## src/sv/mcu_pkg.sv

```systemverilog
// Shared types and constants for the machine-mode CSR unit.
// No dependencies; used by mcu_csr_file and machine_csr_unit_core.
package mcu_pkg;

  typedef enum logic [1:0] {
    OP_RW    = 2'd0,
    OP_RS    = 2'd1,
    OP_ECALL = 2'd2,
    OP_MRET  = 2'd3
  } op_e;

  localparam logic [11:0] ADDR_MSTATUS = 12'h300;
  localparam logic [11:0] ADDR_MTVEC   = 12'h305;
  localparam logic [11:0] ADDR_MEPC    = 12'h341;
  localparam logic [11:0] ADDR_MCAUSE  = 12'h342;

  typedef struct packed {
    op_e         opcode;
    logic [11:0] reg_addr;
    logic [31:0] src1;
    logic [4:0]  rd;
    logic [31:0] pc;
    logic [31:0] cause_value;
  } req_t;

  typedef struct packed {
    logic [31:0] rd_value;
    logic        rd_write;
    logic        redirect;
    logic [31:0] next_pc;
    logic        illegal;
  } res_t;

endpackage

```

## src/sv/machine_csr_unit_core.sv

```systemverilog
// Top level of the machine-mode CSR unit: input register, CSR file, result register.
// Depends on mcu_pkg and mcu_csr_file.
//
//  channel | signals                                          | dir
//  in      | in_valid_i/in_ready_o, opcode_i..cause_value_i   | in
//  out     | out_valid_o/out_ready_i, rd_value_o..illegal_o   | out
//
// One item per cycle unless the output stalls; the result is registered.
// The CSR update happens as the item leaves the input register, so the next item sees it.
// Reset clears the four CSRs and both valid flags.
// A stalled result holds the input register; input stalls only when both stages are full
// and the result is not taken in that cycle.
module machine_csr_unit_core (
  input  logic        clk_i,
  input  logic        rst_ni,
  input  logic        in_valid_i,
  output logic        in_ready_o,
  input  logic [1:0]  opcode_i,
  input  logic [11:0] reg_addr_i,
  input  logic [31:0] src1_i,
  input  logic [4:0]  rd_i,
  input  logic [31:0] pc_i,
  input  logic [31:0] cause_value_i,
  output logic        out_valid_o,
  input  logic        out_ready_i,
  output logic [31:0] rd_value_o,
  output logic        rd_write_o,
  output logic        redirect_o,
  output logic [31:0] next_pc_o,
  output logic        illegal_o
);

  logic          req_valid_q;
  mcu_pkg::req_t req_q;
  logic          res_valid_q;
  mcu_pkg::res_t res_q;
  mcu_pkg::res_t res_d;
  logic          exec;

  // item moves from input register to result register
  assign exec       = req_valid_q && (!res_valid_q || out_ready_i);
  assign in_ready_o = !req_valid_q || exec;

  always_ff @(posedge clk_i or negedge rst_ni) begin
    if (!rst_ni) begin
      req_valid_q <= 1'b0;
      res_valid_q <= 1'b0;
    end else begin
      if (in_ready_o) req_valid_q <= in_valid_i;
      if (exec) begin
        res_valid_q <= 1'b1;
      end else if (out_ready_i) begin
        res_valid_q <= 1'b0;
      end
    end
  end

  always_ff @(posedge clk_i) begin
    if (in_ready_o && in_valid_i) begin
      req_q.opcode      <= mcu_pkg::op_e'(opcode_i);
      req_q.reg_addr    <= reg_addr_i;
      req_q.src1        <= src1_i;
      req_q.rd          <= rd_i;
      req_q.pc          <= pc_i;
      req_q.cause_value <= cause_value_i;
    end
    if (exec) res_q <= res_d;
  end

  mcu_csr_file u_csr_file (
    .clk_i  (clk_i),
    .rst_ni (rst_ni),
    .exec_i (exec),
    .req_i  (req_q),
    .res_o  (res_d)
  );

  assign out_valid_o = res_valid_q;
  assign rd_value_o  = res_q.rd_value;
  assign rd_write_o  = res_q.rd_write;
  assign redirect_o  = res_q.redirect;
  assign next_pc_o   = res_q.next_pc;
  assign illegal_o   = res_q.illegal;

  a_illegal_clean: assert property (@(posedge clk_i) disable iff (!rst_ni)
    out_valid_o && illegal_o |-> !rd_write_o && !redirect_o && rd_value_o == 32'd0)
    else $error("illegal result carries other fields");

  a_redirect_no_write: assert property (@(posedge clk_i) disable iff (!rst_ni)
    out_valid_o && redirect_o |-> !rd_write_o && !illegal_o)
    else $error("redirect result also writes rd");

  a_stall_holds_req: assert property (@(posedge clk_i) disable iff (!rst_ni)
    req_valid_q && !exec |=> req_valid_q && $stable(req_q))
    else $error("input register lost a stalled item");

endmodule

```

## src/sv/mcu_csr_file.sv

```systemverilog
// CSR storage (mstatus, mtvec, mepc, mcause) and combinational operation logic.
// Depends on mcu_pkg for the request/result structs and address codes.
module mcu_csr_file (
  input  logic          clk_i,
  input  logic          rst_ni,
  input  logic          exec_i,
  input  mcu_pkg::req_t req_i,
  output mcu_pkg::res_t res_o
);

  logic [31:0] mstatus_q, mstatus_d;
  logic [31:0] mtvec_q, mtvec_d;
  logic [31:0] mepc_q, mepc_d;
  logic [31:0] mcause_q, mcause_d;

  logic        hit;
  logic [31:0] old_val;
  logic [31:0] new_val;
  logic        csr_op;

  always_comb begin
    hit     = 1'b1;
    old_val = '0;
    case (req_i.reg_addr)
      mcu_pkg::ADDR_MSTATUS: old_val = mstatus_q;
      mcu_pkg::ADDR_MTVEC:   old_val = mtvec_q;
      mcu_pkg::ADDR_MEPC:    old_val = mepc_q;
      mcu_pkg::ADDR_MCAUSE:  old_val = mcause_q;
      default:               hit = 1'b0;
    endcase
  end

  assign csr_op  = (req_i.opcode == mcu_pkg::OP_RW) || (req_i.opcode == mcu_pkg::OP_RS);
  assign new_val = (req_i.opcode == mcu_pkg::OP_RW) ? req_i.src1 : (old_val | req_i.src1);

  always_comb begin
    mstatus_d = mstatus_q;
    mtvec_d   = mtvec_q;
    mepc_d    = mepc_q;
    mcause_d  = mcause_q;
    res_o     = '0;
    case (req_i.opcode)
      mcu_pkg::OP_RW, mcu_pkg::OP_RS: begin
        if (hit) begin
          res_o.rd_value = old_val;
          res_o.rd_write = (req_i.rd != 5'd0);
          case (req_i.reg_addr)
            mcu_pkg::ADDR_MSTATUS: mstatus_d = new_val;
            mcu_pkg::ADDR_MTVEC:   mtvec_d   = new_val;
            mcu_pkg::ADDR_MEPC:    mepc_d    = new_val;
            mcu_pkg::ADDR_MCAUSE:  mcause_d  = new_val;
            default:               ;
          endcase
        end else begin
          res_o.illegal = 1'b1;
        end
      end
      mcu_pkg::OP_ECALL: begin
        mepc_d         = req_i.pc;
        mcause_d       = req_i.cause_value;
        res_o.next_pc  = mtvec_q;
        res_o.redirect = 1'b1;
      end
      mcu_pkg::OP_MRET: begin
        res_o.next_pc  = mepc_q;
        res_o.redirect = 1'b1;
      end
      default: ;
    endcase
  end

  always_ff @(posedge clk_i or negedge rst_ni) begin
    if (!rst_ni) begin
      mstatus_q <= '0;
      mtvec_q   <= '0;
      mepc_q    <= '0;
      mcause_q  <= '0;
    end else if (exec_i) begin
      mstatus_q <= mstatus_d;
      mtvec_q   <= mtvec_d;
      mepc_q    <= mepc_d;
      mcause_q  <= mcause_d;
    end
  end

  // unknown address on a CSR access must leave every register alone
  a_illegal_no_update: assert property (@(posedge clk_i) disable iff (!rst_ni)
    exec_i && csr_op && !hit |=> $stable(mstatus_q) && $stable(mtvec_q)
      && $stable(mepc_q) && $stable(mcause_q))
    else $error("illegal CSR access changed state");

  a_ecall_saves: assert property (@(posedge clk_i) disable iff (!rst_ni)
    exec_i && req_i.opcode == mcu_pkg::OP_ECALL |=>
      mepc_q == $past(req_i.pc) && mcause_q == $past(req_i.cause_value))
    else $error("ecall did not save pc/cause");

  a_mret_no_update: assert property (@(posedge clk_i) disable iff (!rst_ni)
    exec_i && req_i.opcode == mcu_pkg::OP_MRET |=> $stable(mstatus_q)
      && $stable(mtvec_q) && $stable(mepc_q) && $stable(mcause_q))
    else $error("mret changed state");

endmodule

```

## config.mk

```make
export PLATFORM = sky130hd
export DESIGN_NAME = machine_csr_unit_core
export DESIGN_NICKNAME = d
export VERILOG_FILES = /design/src/sv/mcu_pkg.sv /design/src/sv/machine_csr_unit_core.sv /design/src/sv/mcu_csr_file.sv
export SDC_FILE = /design/constraint.sdc
export NUM_CORES = 1
export LEC_CHECK = 0
export BUFFER_PORTS_ARGS = -buffer_cell sky130_fd_sc_hd__clkbuf_2
export CAP_MARGIN = 20
export CORE_MARGIN = 2
export CORE_UTILIZATION = 55
export DETAILED_ROUTE_END_ITERATION = 7
export PLACE_DENSITY = 0.77
export RECOVER_POWER = 100
export SETUP_SLACK_MARGIN = 0.1
export SKIP_LAST_GASP = 1
export SYNTH_ARGS = -nofsm -noshare
export SYNTH_HDL_FRONTEND = slang
export SYNTH_SLANG_ARGS = --single-unit
```

## constraint.sdc

```tcl
create_clock -name clk_i -period 6.1 [get_ports clk_i]
set_input_delay 0.61 -clock clk_i [delete_from_list [all_inputs] [get_ports clk_i]]
set_output_delay 0.61 -clock clk_i [all_outputs]
set_load 0.05 [all_outputs]
```

==> impl_metrics.tcl <==
set metrics [dict create \
    run_status "complete, but fails checks" \
    violated_checks "max-capacitance violations, max-slew violations" \
    rows 56 \
    ys.flop_type "sky130_fd_sc_hd__edfxtp_1" \
    grt_max_degree 97 \
    yosys.area.top_type "sky130_fd_sc_hd__edfxtp_1" \
    startpoint_type "flip-flop" \
    synth_top_area_share_pct 42.1 \
    clockBufferDepth 3 \
    ys.warnings.count 0 \
    criticalPathCategory "flip-flop to flip-flop" \
    routed_wirelength_mm 31.0 \
    hold_violations 0 \
    rrSetupSlack_ns 1.58 \
    timing.critical_path.to_type "flip-flop" \
    num_cts_buffers 34 \
    post_detailed_route_drc_marker_count 0 \
    synth_top_cells_by_count "sky130_fd_sc_hd__edfxtp_1, sky130_fd_sc_hd__dfrtp_1, sky130_fd_sc_hd__o21ai_1" \
    average_via_count_per_standard_cell 5.95 \
    critPathCapture "req_q[111]$_DFFE_PP_" \
    worst_clock_skew_ns 0.0203 \
    die_h_um 158 \
    count_of_nets_left_with_antenna_violations_after_detail_routing 0 \
    register_area_um2 8720 \
    drt_iter0_markers 844 \
    dieArea_um2 24800 \
    setup-tns-final_ns 0 \
    min-delay-path-class "input pin to flip-flop" \
    die_w_um 158 \
    syn2layout_area_growth_pct 15.8 \
    timing.slew.headroom_pct -137 \
    post_route_cells_drive_above_1_share_pct 19.1 \
    synth_cell_type_count 36 \
    irDropWorstVdd_v 0.000271 \
    critical_path_peak_fanout 65 \
    number_of_endpoints_failing_setup_at_the_final_stage 0 \
    post-synth-top-count-cell "sky130_fd_sc_hd__edfxtp_1" \
    clock_tree.htree_level_count 2 \
    mappedNetlistNets 1092 \
    fillCellCount 1790 \
    synth.area.top_cells "sky130_fd_sc_hd__edfxtp_1, sky130_fd_sc_hd__dfrtp_1, sky130_fd_sc_hd__mux2_2" \
    setup_repair_after_global_routing_missed_its_margin "no" \
    synth_async_sr_flop_share_pct 41.7 \
    stdcell_area_um2 15000 \
    postCtsHoldBufs 0 \
    floorplan.initialDensity_pct 55.6 \
    syn-instance-count 973 \
    layout_worst_path_cycle_share_pct 74.1 \
    clk_latency_ns 0.52 \
    multi_input_comb_area_um2 3830 \
    diodes 0 \
    cts.repair_timing.setup_buffer_count 0 \
    route.detailed.wl_per_inst_um 21.1 \
    detailedRoute.firstPassIterationCount 5 \
    io-pin-count 188 \
    vias 8752 \
    place.gp.congestion 0.793 \
    worstPathArrival_ns 4.64 \
    synth-edff-count 182 \
    post_dp_cell_area_um2 14100 \
    grt_overflow 0 \
    place_hpwl_mm 17.9 \
    worstMarginPinSlew_ns 3.55 \
    layout.nets 1247 \
    ctsRootBufferMaster "sky130_fd_sc_hd__clkbuf_16" \
    power_per_cell_area_nw_per_um2 338 \
    timing.final.crit_period_ns 4.52 \
    core_area_um2 23300 \
    worst_path_dominant_cell_family "simple AND/OR/NAND/NOR gates" \
    timing.critical_path.slowest_stage_cell "sky130_fd_sc_hd__and2_0" \
    max_cap_violations 6 \
    critPathBufInv 1 \
    worstSetupStartpoint "req_valid_q$_DFFE_PN0N_" \
    cts_repair_resize_count 0 \
    reg2reg_to "req_q[111]$_DFFE_PP_" \
    grtUsageTotal_pct 24.9 \
    critical_path_required_ns 6.23 \
    critPathMaxStageDelay_ns 2.53 \
    synth_seq_area_share_pct 67.2 \
    io_buffer_count 187 \
    synth-seq-cells 312 \
    cts.clk_slew.worst_paths_ns 0.06 \
    r2r_start "req_valid_q$_DFFE_PN0N_" \
    antenna_found_initial 0 \
    mappedNetlistArea_um2 13000 \
    clock_sinks 312 \
    timing.final.max_slew_violations 248 \
    syn_area_per_cell_um2 13.3 \
    cts_tree "built" \
    timing.critical_path.depth 3 \
    grt_pass1_vias 9043 \
    worst-r2r-cell-count 3 \
    static-leakage-power_uw 0.00616 \
    global_route_wire_length_before_repair_mm 47.5 \
    timing.critical_path.cells "nand3b_1 > and2_0 > buf_4" \
    maxClockFrequency_mhz 221 \
]
==> power breakdown <==
part	leakage, uW	total, uW	internal (uW)	switching, uW
clock network	0.000534	1990	1190	807
logic	0.00214	529	149	380
registers	0.00348	2570	2460	110
total	0.00616	5090	3790	1300
==> per-layer routing <==
layer	track usage [%]	vias to the layer above	part of all wire, %
li1	-	3917	-
met1	33.0	4303	41
met2	40.0	444	47
met3	4.93	88	8.2
met4	11.6	0	3.5
met5	0	-	0
==> cell type report <==
cell class / instances / area share, %
Clock inverter: 11 / 0.524
Timing Repair Buffer: 192 / 5.82
Tap cell: 319 / 2.66
Sequential cell: 312 / 58.0
Clock buffer: 50 / 6.68
Multi-Input combinational cell: 556 / 25.5
Inverter: 32 / 0.799
==> logic make-up (layout without fill, tap and decap cells) <==
family,Yosys count,in the layout,share of synthesized area [%]
buffers and inverters,105,285,3.71
AOI/OAI and AO/OA,294,294,14.8
and+or+nand+nor,165,165,6.26
DFF,312,312,67.2
xor gates and xnor gates,1,1,0.0675
muxes,96,96,8.02
==> worst min-delay path by stage <==
stage                                        start                                   to  depth (start not counted)
2_1_floorplan                               rst_ni              out_valid_o$_DFFE_PN0P_                          0
3_3_place_gp   u_csr_file.mcause_q[20]$_DFFE_PN0P_  u_csr_file.mcause_q[20]$_DFFE_PN0P_                          2
3_5_place_dp   u_csr_file.mcause_q[31]$_DFFE_PN0P_  u_csr_file.mcause_q[31]$_DFFE_PN0P_                          2
4_1_cts                                     rst_ni  u_csr_file.mcause_q[26]$_DFFE_PN0P_                          1
5_1_grt                                 src1_i[25]                  req_q[94]$_DFFE_PP_                          1
6_report                                src1_i[28]                  req_q[97]$_DFFE_PP_                          1
==> worst register-to-register path: stages, from the launching register on <==
cell and delay, ns:
sky130_fd_sc_hd__dfrtp_1 0.41, sky130_fd_sc_hd__nand3b_1 0.13, sky130_fd_sc_hd__and2_0 2.53, sky130_fd_sc_hd__buf_4 1.00
==> cells in the final DEF, fill, tap and decap left out, types with 2 or more instances in the layout <==
cell type / n
sky130_fd_sc_hd__o21ai_0: 138
sky130_fd_sc_hd__dfrtp_1: 130
sky130_fd_sc_hd__o211a_1: 32
sky130_fd_sc_hd__buf_4: 4
sky130_fd_sc_hd__nor2b_4: 2
sky130_fd_sc_hd__nor2_1: 37
sky130_fd_sc_hd__clkbuf_1: 87
sky130_fd_sc_hd__o21ai_1: 22
sky130_fd_sc_hd__clkbuf_2: 111
sky130_fd_sc_hd__a22oi_1: 64
sky130_fd_sc_hd__nand2b_1: 5
sky130_fd_sc_hd__mux2_1: 20
sky130_fd_sc_hd__edfxtp_1: 182
sky130_fd_sc_hd__mux2_2: 44
sky130_fd_sc_hd__o21ai_4: 2
sky130_fd_sc_hd__clkinv_1: 4
sky130_fd_sc_hd__nor2b_1: 33
sky130_fd_sc_hd__clkbuf_8: 3
sky130_fd_sc_hd__or4_4: 2
sky130_fd_sc_hd__inv_1: 32
sky130_fd_sc_hd__mux2i_1: 32
sky130_fd_sc_hd__o22a_1: 32
sky130_fd_sc_hd__nand2_1: 67
sky130_fd_sc_hd__clkinv_2: 5
sky130_fd_sc_hd__o21a_1: 2
sky130_fd_sc_hd__or4_1: 2
sky130_fd_sc_hd__clkbuf_16: 37
sky130_fd_sc_hd__nor4_1: 3
sky130_fd_sc_hd__or3_2: 2
==> through the flow <==
stage / std cells / hold slack (ns) / setup WS [ns] / total power (uW) / utilization (%)
after floorplan: 973 / 0.314 / 1.79 / 2950 / -
after global placement: 1411 / 0.471 / 2.67 / 3130 / 60.3
after detailed placement: 1411 / 0.476 / 2.57 / 3150 / 60.3
after CTS: 1472 / 0.0694 / 2.56 / 5130 / 64.9
after global routing: 1472 / 0.254 / 1.20 / 5260 / 64.4
final: 1472 / 0.264 / 1.58 / 5090 / 64.4
==> registers in the layout, indices dropped and copies added, names as in the netlist <==
signal,flops
rd_value_o,32
redirect_o,1
illegal_o,1
next_pc_o,32
u_csr_file.mtvec_q,32
req_q,115
rd_write_o,1
req_valid_q,1
u_csr_file.mstatus_q,32
u_csr_file.mepc_q,32
u_csr_file.mcause_q,32
out_valid_o,1
(Power assumes the default switching activity.)
